<file path="config.mk">
export PLATFORM = sky130hd
export DESIGN_NAME = spectrum_bar_level_conditioner_top
export DESIGN_NICKNAME = d
export VERILOG_FILES = /design/src/design/sblc_pkg.sv /design/src/design/sblc_cell.sv /design/src/design/sblc_div.sv /design/src/design/spectrum_bar_level_conditioner_top.sv
export SDC_FILE = /design/constraint.sdc
export NUM_CORES = 2
export LEC_CHECK = 0
export ABC_AREA = 1
export BUFFER_PORTS_ARGS = -buffer_cell sky130_fd_sc_hd__buf_2
export CORE_ASPECT_RATIO = 1.5
export CORE_MARGIN = 3
export CORE_UTILIZATION = 65
export DETAILED_ROUTE_END_ITERATION = 7
export PLACE_DENSITY = 0.81
export SYNTH_ARGS = -nofsm -noshare
export SYNTH_HDL_FRONTEND = slang
export SYNTH_SLANG_ARGS = --single-unit
</file>
<file path="constraint.sdc">
create_clock -name clk -period 10.49 [get_ports clk]
set_clock_uncertainty 0.1 [all_clocks]
set_input_delay 0.5245 -clock clk [delete_from_list [all_inputs] [get_ports clk]]
set_output_delay 0.5245 -clock clk [all_outputs]
set_load 0.03 [all_outputs]
</file>
<file path="src/design/sblc_pkg.sv">
// shared types, constants and tables for the spectrum bar level conditioner
`timescale 1ns / 1ps
`default_nettype none
package sblc_pkg;

  localparam int BANDS  = 10;
  localparam int HALF   = BANDS / 2;
  localparam int LVL_W  = 7;
  localparam int IDX_W  = $clog2(BANDS + 1);
  localparam int CI_W   = (BANDS > 1) ? $clog2(BANDS) : 1;
  localparam int SUM_W  = $clog2(100 * HALF + 1);
  localparam int NUM_W  = 14;
  localparam int DEN_W  = 7;
  localparam int CNT_W  = 2;

  // 2*sum/BANDS as a reciprocal multiply, exact while 2*sum < 2^AVG_K/BANDS
  localparam int AVG_K     = 18;
  localparam int AVG_RCP   = ((1 << AVG_K) + BANDS - 1) / BANDS;
  // avg/3 as a reciprocal multiply, exact for avg below 512
  localparam int THIRD_K   = 9;
  localparam int THIRD_RCP = 171;

  localparam logic [LVL_W-1:0] LVL_MAX   = 7'd100;
  localparam logic [15:0]      LFSR_SEED = 16'hACE1;
  localparam logic [15:0]      LFSR_MASK = 16'hB400;

  localparam logic [LVL_W-1:0] CEIL_TABLE [0:100] = '{
    7'd1,  7'd2,  7'd4,  7'd6,  7'd8,  7'd10, 7'd12, 7'd14, 7'd16, 7'd18,
    7'd20, 7'd22, 7'd24, 7'd26, 7'd28, 7'd30, 7'd32, 7'd34, 7'd36, 7'd38,
    7'd40, 7'd42, 7'd44, 7'd46, 7'd48, 7'd50, 7'd52, 7'd54, 7'd56, 7'd58,
    7'd60, 7'd61, 7'd62, 7'd63, 7'd64, 7'd65, 7'd66, 7'd67, 7'd68, 7'd69,
    7'd70, 7'd70, 7'd71, 7'd71, 7'd72, 7'd72, 7'd73, 7'd73, 7'd74, 7'd74,
    7'd75, 7'd75, 7'd76, 7'd76, 7'd77, 7'd77, 7'd78, 7'd78, 7'd79, 7'd79,
    7'd80, 7'd80, 7'd81, 7'd81, 7'd82, 7'd82, 7'd83, 7'd83, 7'd84, 7'd84,
    7'd85, 7'd85, 7'd86, 7'd86, 7'd87, 7'd87, 7'd88, 7'd88, 7'd89, 7'd89,
    7'd90, 7'd90, 7'd91, 7'd91, 7'd92, 7'd92, 7'd93, 7'd93, 7'd94, 7'd94,
    7'd95, 7'd95, 7'd96, 7'd96, 7'd97, 7'd97, 7'd98, 7'd98, 7'd99, 7'd100,
    7'd100
  };

  // per-band stored state that rotates along the ring
  typedef struct packed {
    logic [LVL_W-1:0] sv;
    logic [LVL_W-1:0] pv;
    logic [CNT_W-1:0] sc;
  } cell_t;

  // ranking token carried around the ring
  typedef struct packed {
    logic [LVL_W-1:0] lvl;
    logic [CI_W-1:0]  idx;
    logic [CI_W-1:0]  rank;
  } tok_t;

  typedef struct packed {
    logic load;
    logic tok_init;
    logic tok_shift;
    logic tok_count;
    logic ring_shift;
  } ctrl_t;

endpackage
`default_nettype wire

</file>
<file path="src/design/sblc_cell.sv">
// one band cell: stored level, history and a ranking token
`timescale 1ns / 1ps
`default_nettype none
module sblc_cell (
  input  wire logic                        clk,
  input  wire logic                        rst,
  input  wire sblc_pkg::ctrl_t             ctrl,
  input  wire logic                        sel,
  input  wire logic [sblc_pkg::LVL_W-1:0]  lvl_in,
  input  wire logic [sblc_pkg::CI_W-1:0]   my_idx,
  input  wire sblc_pkg::cell_t             nb_cell,
  input  wire sblc_pkg::tok_t              nb_tok,
  output sblc_pkg::cell_t                  slot,
  output sblc_pkg::tok_t                   tok
);
  import sblc_pkg::*;

  logic below;

  // the neighbor's token outranks this cell's level
  assign below = (slot.sv < nb_tok.lvl) ||
                 ((slot.sv == nb_tok.lvl) && (my_idx < nb_tok.idx));

  always_ff @(posedge clk) begin
    if (ctrl.load && sel) begin
      slot.sv <= lvl_in;
    end else if (ctrl.ring_shift) begin
      slot.sv <= nb_cell.sv;
    end
    if (rst) begin
      slot.pv <= '0;
      slot.sc <= '0;
    end else if (ctrl.ring_shift) begin
      slot.pv <= nb_cell.pv;
      slot.sc <= nb_cell.sc;
    end
  end

  always_ff @(posedge clk) begin
    if (ctrl.tok_init) begin
      tok.lvl  <= slot.sv;
      tok.idx  <= my_idx;
      tok.rank <= '0;
    end else if (ctrl.tok_shift) begin
      tok.lvl  <= nb_tok.lvl;
      tok.idx  <= nb_tok.idx;
      tok.rank <= (ctrl.tok_count && below) ? nb_tok.rank + 1'b1 : nb_tok.rank;
    end
  end

endmodule
`default_nettype wire

</file>
<file path="src/design/sblc_div.sv">
// restoring divider, one quotient bit per cycle
`timescale 1ns / 1ps
`default_nettype none
module sblc_div (
  input  wire logic                        clk,
  input  wire logic                        rst,
  input  wire logic                        start,
  input  wire logic [sblc_pkg::NUM_W-1:0]  num,
  input  wire logic [sblc_pkg::DEN_W-1:0]  den,
  output logic                             busy,
  output logic                             done,
  output logic [sblc_pkg::NUM_W-1:0]       quo
);
  import sblc_pkg::*;

  localparam int ITER_W = $clog2(NUM_W + 1);

  logic [DEN_W-1:0]  rem;
  logic [DEN_W-1:0]  dreg;
  logic [ITER_W-1:0] iter;
  logic [DEN_W:0]    sh;
  logic              fits;

  assign sh   = {rem, quo[NUM_W-1]};
  assign fits = sh >= {1'b0, dreg};

  always_ff @(posedge clk) begin
    if (rst) begin
      busy <= 1'b0;
      done <= 1'b0;
      iter <= '0;
    end else begin
      done <= 1'b0;
      if (start) begin
        busy <= 1'b1;
        iter <= ITER_W'(NUM_W);
      end else if (busy) begin
        iter <= iter - 1'b1;
        if (iter == ITER_W'(1)) begin
          busy <= 1'b0;
          done <= 1'b1;
        end
      end
    end
  end

  always_ff @(posedge clk) begin
    if (start) begin
      rem  <= '0;
      quo  <= num;
      dreg <= den;
    end else if (busy) begin
      rem <= fits ? DEN_W'(sh - {1'b0, dreg}) : sh[DEN_W-1:0];
      quo <= {quo[NUM_W-2:0], fits};
    end
  end

endmodule
`default_nettype wire

</file>
<file path="src/design/spectrum_bar_level_conditioner_top.sv">
// top level: band loading, ring of band cells and per-frame remap sequencer
//
// Input channel: in_valid/in_stall carry band_db (signed dB) and last_band.
// Each band is taken while the block is idle and stored in the cell picked
// by the load count; extra bands beyond BANDS are dropped.
// A request with last_band set starts the frame pass and raises in_stall
// until every result of the frame has been taken.
// The pass ranks the stored levels by circulating tokens round the ring,
// sums the smaller half and finds the maximum, then derives avgMin and its
// third by reciprocal multiplies.
// Each band then takes a remap (a divider run only when avgMin < max and the
// level is not below avgMin), a still check, a noise step and the result hold.
// Output channel: out_valid/out_stall carry bar_level and last_level, one
// request per band in band order; last_level marks the final band.
// While out_stall is high the result is held unchanged and the ring waits.
// Reset (rst, synchronous) clears the load count, the history and still
// counts, loads the noise LFSR seed and returns the block to idle.
`timescale 1ns / 1ps
`default_nettype none
module spectrum_bar_level_conditioner_top (
  input  wire logic                       clk,
  input  wire logic                       rst,
  input  wire logic                       in_valid,
  output logic                            in_stall,
  input  wire logic signed [7:0]          band_db,
  input  wire logic                       last_band,
  output logic                            out_valid,
  input  wire logic                       out_stall,
  output logic [sblc_pkg::LVL_W-1:0]      bar_level,
  output logic                            last_level
);
  import sblc_pkg::*;

  typedef enum logic [3:0] {
    S_IDLE, S_RINIT, S_RANK, S_SUM, S_AVG, S_MIN,
    S_BAND, S_DWAIT, S_STILL, S_MOD, S_EMIT, S_OUT
  } state_t;

  state_t            state;
  logic [IDX_W-1:0]  load_index;
  logic [CI_W-1:0]   cnt;
  logic [LVL_W-1:0]  maxv, avg, nmin, nmax, rb;
  logic [SUM_W-1:0]  sum;
  logic [CNT_W-1:0]  sc_new;
  logic              noise;
  logic [2:0]        nmod;
  logic [15:0]       lfsr;

  ctrl_t             ctrl;
  cell_t             cells [BANDS];
  tok_t              toks  [BANDS];
  cell_t             tail;
  logic              in_acc, out_acc;

  // input level conversion
  logic signed [7:0] dsat;
  logic [LVL_W-1:0]  vraw, lvl_in;
  logic [14:0]       vprod;

  // frame statistics
  logic [31:0]       aprod;
  logic [15:0]       nprod;

  // divider
  logic              div_start, div_busy, div_done;
  logic [NUM_W-1:0]  div_num, div_quo;
  logic [DEN_W-1:0]  div_den;

  // per band
  logic [LVL_W-1:0]  head, pdiff;
  logic [13:0]       rprod;
  logic [7:0]        rsum;
  logic [15:0]       lfsr_step;
  logic [31:0]       mprod;
  logic [15:0]       mq;
  logic [15:0]       mrem;

  assign in_acc  = in_valid && !in_stall;
  assign out_acc = out_valid && !out_stall;
  assign in_stall = (state != S_IDLE);

  always_comb begin
    if (band_db < -8'sd90) begin
      dsat = -8'sd90;
    end else if (band_db > 8'sd0) begin
      dsat = 8'sd0;
    end else begin
      dsat = band_db;
    end
  end
  assign vraw   = LVL_W'(dsat + 8'sd90);
  // v/10 as a reciprocal multiply, exact for v below 1029
  assign vprod  = 15'(vraw) * 15'd205;
  assign lvl_in = vraw + LVL_W'(vprod[14:11]) + 1'b1;

  always_comb begin
    ctrl = '0;
    ctrl.load       = in_acc && (load_index < IDX_W'(BANDS));
    ctrl.tok_init   = (state == S_RINIT);
    ctrl.tok_shift  = (state == S_RANK) || (state == S_SUM);
    ctrl.tok_count  = (state == S_RANK);
    ctrl.ring_shift = (state == S_OUT) && out_acc;
  end

  assign tail = '{sv: cells[0].sv, pv: bar_level, sc: sc_new};

  genvar gi;
  generate
    for (gi = 0; gi < BANDS; gi++) begin : g_cell
      cell_t nbc;
      tok_t  nbt;
      if (gi == BANDS - 1) begin : g_end
        assign nbc = tail;
        assign nbt = toks[0];
      end else begin : g_mid
        assign nbc = cells[gi+1];
        assign nbt = toks[gi+1];
      end
      sblc_cell u_cell (
        .clk     (clk),
        .rst     (rst),
        .ctrl    (ctrl),
        .sel     (load_index == IDX_W'(gi)),
        .lvl_in  (lvl_in),
        .my_idx  (CI_W'(gi)),
        .nb_cell (nbc),
        .nb_tok  (nbt),
        .slot    (cells[gi]),
        .tok     (toks[gi])
      );
    end
  endgenerate

  // avgMin = 2*sum/BANDS and newMin = avgMin/3
  assign aprod = 32'({sum, 1'b0}) * 32'(AVG_RCP);
  assign nprod = 16'(avg) * 16'(THIRD_RCP);

  assign head  = cells[0].sv;
  assign rprod = 14'(head - avg) * 14'(nmax - nmin);
  assign rsum  = div_quo[7:0] + 8'(nmin);
  assign pdiff = (cells[0].pv > rb) ? cells[0].pv - rb : rb - cells[0].pv;
  assign lfsr_step = lfsr[0] ? ((lfsr >> 1) ^ LFSR_MASK) : (lfsr >> 1);
  // lfsr mod 5 by reciprocal multiply, exact for 16-bit values
  assign mprod = 32'(lfsr) * 32'h0000CCCD;
  assign mq    = 16'(mprod[31:18]);
  assign mrem  = lfsr - 16'(mq * 16'd5);

  always_comb begin
    div_start = 1'b0;
    div_num   = '0;
    div_den   = '0;
    case (state)
      S_BAND: begin
        div_start = (avg < maxv) && (head >= avg);
        div_num   = rprod;
        div_den   = maxv - avg;
      end
      default: begin
        div_start = 1'b0;
      end
    endcase
  end

  sblc_div u_div (
    .clk   (clk),
    .rst   (rst),
    .start (div_start),
    .num   (div_num),
    .den   (div_den),
    .busy  (div_busy),
    .done  (div_done),
    .quo   (div_quo)
  );

  always_ff @(posedge clk) begin
    if (rst) begin
      state      <= S_IDLE;
      load_index <= '0;
      cnt        <= '0;
      lfsr       <= LFSR_SEED;
      out_valid  <= 1'b0;
      noise      <= 1'b0;
    end else begin
      case (state)
        S_IDLE: begin
          if (in_acc) begin
            if (load_index < IDX_W'(BANDS)) begin
              load_index <= load_index + 1'b1;
            end
            if (last_band) begin
              state <= S_RINIT;
            end
          end
        end
        S_RINIT: begin
          cnt   <= '0;
          state <= S_RANK;
        end
        S_RANK: begin
          cnt <= cnt + 1'b1;
          if (cnt == CI_W'(BANDS - 1)) begin
            cnt   <= '0;
            sum   <= '0;
            maxv  <= '0;
            state <= S_SUM;
          end
        end
        S_SUM: begin
          // token at the head belongs to band cnt, rank fully counted
          if (toks[0].rank < CI_W'(HALF)) begin
            sum <= sum + SUM_W'(toks[0].lvl);
          end
          if (toks[0].lvl > maxv) begin
            maxv <= toks[0].lvl;
          end
          cnt <= cnt + 1'b1;
          if (cnt == CI_W'(BANDS - 1)) begin
            cnt   <= '0;
            state <= S_AVG;
          end
        end
        S_AVG: begin
          avg   <= aprod[AVG_K +: LVL_W];
          state <= S_MIN;
        end
        S_MIN: begin
          nmin  <= nprod[THIRD_K +: LVL_W];
          nmax  <= CEIL_TABLE[maxv];
          state <= S_BAND;
        end
        S_BAND: begin
          if (avg >= maxv) begin
            rb    <= head;
            state <= S_STILL;
          end else if (head < avg) begin
            rb    <= head >> 1;
            state <= S_STILL;
          end else begin
            state <= S_DWAIT;
          end
        end
        S_DWAIT: begin
          if (div_done) begin
            rb    <= (rsum > 8'(LVL_MAX)) ? LVL_MAX : rsum[LVL_W-1:0];
            state <= S_STILL;
          end
        end
        S_STILL: begin
          noise <= 1'b0;
          if (pdiff < LVL_W'(3)) begin
            if (cells[0].sc == CNT_W'(2)) begin
              sc_new <= '0;
              if (rb >= LVL_W'(5)) begin
                lfsr  <= lfsr_step;
                noise <= 1'b1;
              end
            end else begin
              sc_new <= cells[0].sc + 1'b1;
            end
          end else begin
            sc_new <= '0;
          end
          state <= S_MOD;
        end
        S_MOD: begin
          nmod  <= mrem[2:0];
          state <= S_EMIT;
        end
        S_EMIT: begin
          bar_level  <= noise ? rb - LVL_W'(nmod) : rb;
          last_level <= (cnt == CI_W'(BANDS - 1));
          out_valid  <= 1'b1;
          state      <= S_OUT;
        end
        S_OUT: begin
          if (out_acc) begin
            out_valid <= 1'b0;
            cnt       <= cnt + 1'b1;
            if (cnt == CI_W'(BANDS - 1)) begin
              cnt        <= '0;
              load_index <= '0;
              state      <= S_IDLE;
            end else begin
              state <= S_BAND;
            end
          end
        end
        default: begin
          state <= S_IDLE;
        end
      endcase
    end
  end

  // no band is taken while a result is on offer
  assert property (@(posedge clk) disable iff (rst) out_valid |-> in_stall)
    else $error("input taken during emit");

  // the final result of a frame leaves the block idle
  assert property (@(posedge clk) disable iff (rst)
    (out_valid && last_level && !out_stall) |=> (!out_valid && !in_stall))
    else $error("block not idle after final band");

  // the shared divider is never restarted while running
  assert property (@(posedge clk) disable iff (rst) div_start |-> !div_busy)
    else $error("divider restarted while busy");

endmodule
`default_nettype wire
</file>
; Yosys cells after proc, flatten, opt, wreduce, memory -nomap -nowiden
; Memory sizes are Yosys's and may differ from the RTL's. A register that Yosys moved wholly into a read port is not among the register bits.
; Cells that the tools add are included.
[word_totals]
romBits = 896
elab_cells = 384
reg_bits = 423
mem_count = 1
output_inout_bits = 10
input_bits = 13
[op_classes]
bitwise = 5
n_lt_le_gt_ge = 34
mul = 6
reduce_logical = 85
addsub = 27
eq_ne = 44
muxes = 100
[memory_table]
columns = name, words, word_bits, rd, rd_clocked_by_memory_dff, wr, line
row1 = (name not given), 128, 7, 1, 1, 0, spectrum_bar_level_conditioner_top.sv:228  ; nmax <= CEIL_TABLE[maxv];
[ops]
columns = cell, count
row1 = 15-bit 2-to-1 mux, 20
row2 = 7-bit 2-to-1 mux, 31
row3 = 4-bit 2-to-1 mux, 26
row4 = 7-bit < comparator, 12
row5 = 7-bit equality test, 10
row6 = "4-bit by 1-bit adder with 4-bit output, second input constant", 12
row7 = 4-bit case mux with 12 select lines, 1
row8 = 14-bit 2-to-1 mux, 3
row9 = 1-bit logical AND, 35
row10 = "4-bit by 3-bit equality test with 1-bit output, second input constant", 8
row11 = "16-bit by 16-bit multiplier with 32-bit output, second input constant", 1
row12 = 2-bit nonzero test, 16
row13 = "7-bit by 8-bit multiplier with 15-bit output, second input constant", 2
row14 = "4-bit equality test, second input constant", 7
row15 = 7-bit case mux with 2 select lines, 2
row16 = 7-bit subtractor, 4
row17 = "9-bit by 15-bit multiplier with 24-bit output, second input constant", 1
row18 = 9-bit 2-to-1 mux, 2
row19 = 9-bit case mux with 2 select lines, 1
row20 = "4-bit by 2-bit equality test with 1-bit output, second input constant", 4
row21 = "3-bit by 4-bit < comparator with 1-bit output, first input constant", 4
row22 = 16-bit 2-to-1 mux, 1
row23 = 4-bit AND reduction, 4
row24 = 7-bit greater-or-equal comparator, 2
row25 = 48 further kinds, 92

; Longest topological paths before layout
[depth]
word_depth = 8
ltp_mapped = 38
depth_no_buf = 38

; By module
; From an unflattened synthesis, not the netlist that was laid out.
[hier_totals]
hier_cells = 4158
area_unflattened_um2 = 33981.3
[by_module_without_submodules]
columns = mod, n_inst, area_per_inst_um2, seq_area_each_um2, cells_per_inst
row1 = spectrum_bar_level_conditioner_top, 1, 16205.5, 2282.2, 2088
row2 = sblc_cell, 10, 1597.8, 800.8, 185
row3 = sblc_div, 1, 1798.0, 890.9, 220

; Least setup slack after synthesis
; OpenSTA, ideal clock, no wires.
[synth_timing]
path_kind = input-to-reg
start = in band_db[7]
end = reg g_cell[0].u_cell.slot[13] (netlist name) (data pin)
cell_stages = 33
required_time_ps = 10124
path_slack_ps = 4055
path_buffers = 1
setup_time_ps = 266
arrival_time_ps = 6069
path_cell_list = buf_2 > inv_2 > nor2_1 > nand2_2 > inv_1 > a21oi_1 > inv_1 > ha_1 > inv_1 > nand2_1 > xor2_2 > inv_2 > nor2_4 > inv_1 > nand2_1 > inv_1 > fa_1 > ha_1 > inv_1 > fa_1 > inv_1 > ha_1 > a21oi_1 > o21ai_0 > a221oi_1 > nand2_1 > xor2_1 > inv_1 > fa_1 > nand3b_1 > and2_1 > xor2_2 > o21ai_1
[synth_via]
elab_chain_len = 8
word_cells_on_any_way = 9
classes_between = add/sub (3) / mul (1) / order compare (2) / mux (3)
[synth_rtl]
columns = item, line
row1 = start: declaration, spectrum_bar_level_conditioner_top.sv:25  ; input wire logic signed [7:0] band_db,
row2 = 8-bit by 1-bit > comparator with 1-bit output, spectrum_bar_level_conditioner_top.sv:85  ; end else if (band_db > 8'sd0) begin
row3 = 7-bit 2-to-1 mux, spectrum_bar_level_conditioner_top.sv:85
row4 = 7-bit 2-to-1 mux (*), spectrum_bar_level_conditioner_top.sv:83  ; if (band_db < -8'sd90) begin
row5 = 7-bit adder (*), spectrum_bar_level_conditioner_top.sv:91  ; assign vraw = LVL_W'(dsat + 8'sd90);
row6 = 7-bit by 8-bit multiplier with 15-bit output, spectrum_bar_level_conditioner_top.sv:93  ; assign vprod = 15'(vraw) * 15'd205;
row7 = 7-bit by 4-bit adder with 7-bit output (*), spectrum_bar_level_conditioner_top.sv:94  ; assign lvl_in = vraw + LVL_W'(vprod[14:11]) + 1'b1;
row8 = 7-bit by 1-bit adder with 7-bit output (*), spectrum_bar_level_conditioner_top.sv:94
row9 = 7-bit 2-to-1 mux (*), sblc_cell.sv:25  ; if (ctrl.load && sel) begin
row10 = end: declaration, sblc_cell.sv:13  ; output sblc_pkg::cell_t slot,
; Mark *: on every way between the ends. The rest lies on a longest branch, timed or not.
; A chain may end at the register's enable or synchronous reset.

; Worst setup path in the final report
[layout_timing]
start = in band_db[2]
end = reg g_cell[2].u_cell.slot[13] (netlist name) (data pin)
[layout_via]
elab_chain_len = 8
word_cells_on_any_way = 9
classes_between = add/sub (3) / mul (1) / order compare (2) / mux (3)
[layout_rtl]
columns = item, line
row1 = 8-bit by 1-bit > comparator with 1-bit output, spectrum_bar_level_conditioner_top.sv:85
row2 = 7-bit 2-to-1 mux, spectrum_bar_level_conditioner_top.sv:85
row3 = 7-bit 2-to-1 mux (*), spectrum_bar_level_conditioner_top.sv:83
row4 = 7-bit adder (*), spectrum_bar_level_conditioner_top.sv:91
row5 = 7-bit by 8-bit multiplier with 15-bit output, spectrum_bar_level_conditioner_top.sv:93
row6 = 7-bit by 4-bit adder with 7-bit output (*), spectrum_bar_level_conditioner_top.sv:94
row7 = 7-bit by 1-bit adder with 7-bit output (*), spectrum_bar_level_conditioner_top.sv:94
row8 = 7-bit 2-to-1 mux (*), sblc_cell.sv:25
row9 = end: declaration, sblc_cell.sv:13
; Marks and branches as above.

==> results_dict.tcl <==
set metrics [dict create \
    synth_seq_cells 430 \
    synth_cells 3771 \
    p_per_area_mw_per_mm2 253 \
    p_leak_nw 16.4 \
    report.power.total_w 0.00854 \
    antenna_found_initial 1 \
    cts_tree "done" \
    synth_largest_area_cell "edfxtp_1" \
    grt_overflow 0 \
    arrival_ns 7.03 \
    worst-path-buf-inv 11 \
    ctsLongestPathBuffers 3 \
    clock-root-buffer "clkbuf_16" \
    drv_slew 0 \
    worstSetupPathType "input pin to register" \
    cp_common_cell "inv_1" \
    setup_tns_ns 0 \
    cts_buffers 43 \
    layout_commonest_cell "inv_1" \
    crit_required_ns 10.71 \
    cts.htree.levels 2 \
    path_clk_slew_ns 0.07 \
    wirelength_um 73100 \
    slowest_stage "xor2_2" \
    areaGrowthSynthToFinish_pct 6.48 \
    yosysWarningCount 0 \
    grt_pass1_wl_um 120000 \
    setup_viol 0 \
    io_buffers 22 \
    grt_max_degree 117 \
    peakVddDrop_mv 0.503 \
    die_y_um 276 \
    seq_area_frac_synth_pct 34.1 \
    synth_top_area_share_pct 20.6 \
    dr.pass1.iters 6 \
    cp_max_fo 10 \
    grt_pass1_vias 24852 \
    place_hpwl_um 54800 \
    fmaxAchievable_mhz 147 \
    coreArea_mm2 0.0479 \
    layout-drive-gt1-share_pct 4.71 \
    yosysUniqueCellTypes 68 \
    start_kind "input pin" \
    syn_area_mm2 0.0316 \
    insertion_delay_ns 0.60 \
    cts_setup_buffers 0 \
    syn-mean-instance-area_um2 8.39 \
    crit_family "adder cells" \
    worst_hold_path_type "input pin to register" \
    io_pins 23 \
    vias_per_cell 5.64 \
    start_util_pct 66.0 \
    synth_enable_flop_cells 217 \
    critPathMaxStageDelay_ns 0.56 \
    status "finished, final reports clean" \
    worst_pin_slew_ns 1.10 \
    drc_errors 0 \
    die-area_mm2 0.0514 \
    hold_viol 0 \
    antenna_left 0 \
    drt-initial-drc-count 1890 \
    async_flop_share_pct 0 \
    mostFrequentLayoutCells "646 x inv_1, 603 x nand2_1, 413 x nor2_1, 382 x ha_1, 300 x o21ai_0" \
    ys_top_cells_by_area "edfxtp_1 21%, ha_1 15%, dfxtp_1 13%" \
    dr_total_vias 24977 \
    fin_nets 4303 \
    rsz0062_at_grt "no" \
    period_needed_ns 6.81 \
    fin_crit_sh_pct 64.9 \
    synth_nets 4331 \
    cts_resized 0 \
    slew_headroom_pct 26.2 \
    synthFlopType "edfxtp_1" \
    fin_util_pct 70.3 \
    wl_per_cell_um 16.5 \
    gp_congestion 0.964 \
    rows 98 \
    die_w_um 186 \
    clock_sinks 430 \
    drv_cap 0 \
    fillers 3753 \
    cts_hold_buffers 0 \
    grt_util_all_layers_pct 28.8 \
    cp-end-kind "register" \
]
where the power goes:
| part | internal [W] | total [W] | leakage, nW | switching (W) |
|---|---|---|---|---|
| Sequential | 0.00213 | 0.00232 | 3.73 | 0.000184 |
| Clock | 0.000893 | 0.00160 | 0.717 | 0.000705 |
| Combinational | 0.00169 | 0.00462 | 11.9 | 0.00293 |
area by class of cell:
cell class / count / area [µm²] / area share, %
Clock buffer: 58 / 1240 / 3.67
Multi-Input combinational cell: 2563 / 17900 / 53.2
Clock inverter: 21 / 218 / 0.646
Tap cell: 650 / 813 / 2.41
Timing Repair Buffer: 35 / 208 / 0.616
Sequential cell: 430 / 10800 / 32.0
Antenna cell: 1 / 2.50 / 0.00743
Inverter: 670 / 2520 / 7.48
kinds of logic (layout without fill, tap and decap cells):
logic type / Yosys count / in the layout / share of synthesized area, %
AOI/OAI and AO/OA: 668 / 668 / 11.7
xor gates and xnor gates: 100 / 100 / 2.88
adders and majority gates: 547 / 547 / 25.5
buffers and inverters: 778 / 784 / 9.47
DFF: 430 / 430 / 34.1
other: 0 / 1 / 0
and+or+nand+nor: 1248 / 1248 / 16.3
sequential cells by signal (all words and copies together), names as in the netlist, 7 cells and up:
signal              count
sum                     9
rb                      7
lfsr                   16
u_div.quo              14
u_div.dreg              7
maxv                    7
g_cell.u_cell.slot    160
nmax                    7
avg                     7
g_cell.u_cell.tok     150
bar_level               7
u_div.rem               7
path summary, 6_finish.rpt:
check                                                             to  cells after the start                            startpoint  slack (ns)
worst min register to register  g_cell[0].u_cell.tok[4]$_SDFFE_PP0N_                      2  g_cell[0].u_cell.tok[4]$_SDFFE_PP0N_        0.36
worst min-delay path                      u_div.iter[3]$_SDFFE_PP0P_                      2                                   rst        0.29
worst max register to register                     nmod[2]$_DFFE_PP_                     22                  lfsr[0]$_SDFFE_PP1P_        3.98
worst max-delay path             g_cell[2].u_cell.slot[13]$_DFFE_PP_                     34                            band_db[2]        3.68
layer usage:
| layer | track usage [%] | up-vias | wire, µm |
|---|---|---|---|
| li1 | - | 12233 | - |
| met1 | 32.0 | 11719 | 26900 |
| met2 | 51.9 | 748 | 37900 |
| met3 | 3.82 | 277 | 3470 |
| met4 | 16.2 | 0 | 4900 |
| met5 | 0 | - | 0 |
metrics by stage:
step	hold slack (ns)	std cells	setup WS (ns)	cell area, µm²
finish	0.290	4428	3.68	33700
global route	0.301	4427	3.01	33700
CTS	0.254	4427	3.64	33700
detailed placement	0.352	4348	3.07	32200
global placement	0.350	4348	3.17	32200
floorplan	0.330	3771	4.06	31600
cell usage after synthesis, types with 20 or more instances:
cell	n
a21oi_1	175
buf_2	20
clkbuf_1	74
dfxtp_1	213
edfxtp_1	217
fa_1	165
ha_1	382
inv_1	648
nand2_1	603
nand3_1	130
nand4_1	29
nor2_1	416
nor3_1	24
o211ai_1	43
o21ai_0	300
o21ai_1	60
o22ai_1	23
xnor2_1	38
xor2_1	58
No activity file was read; power rests on OpenSTA's default activity.
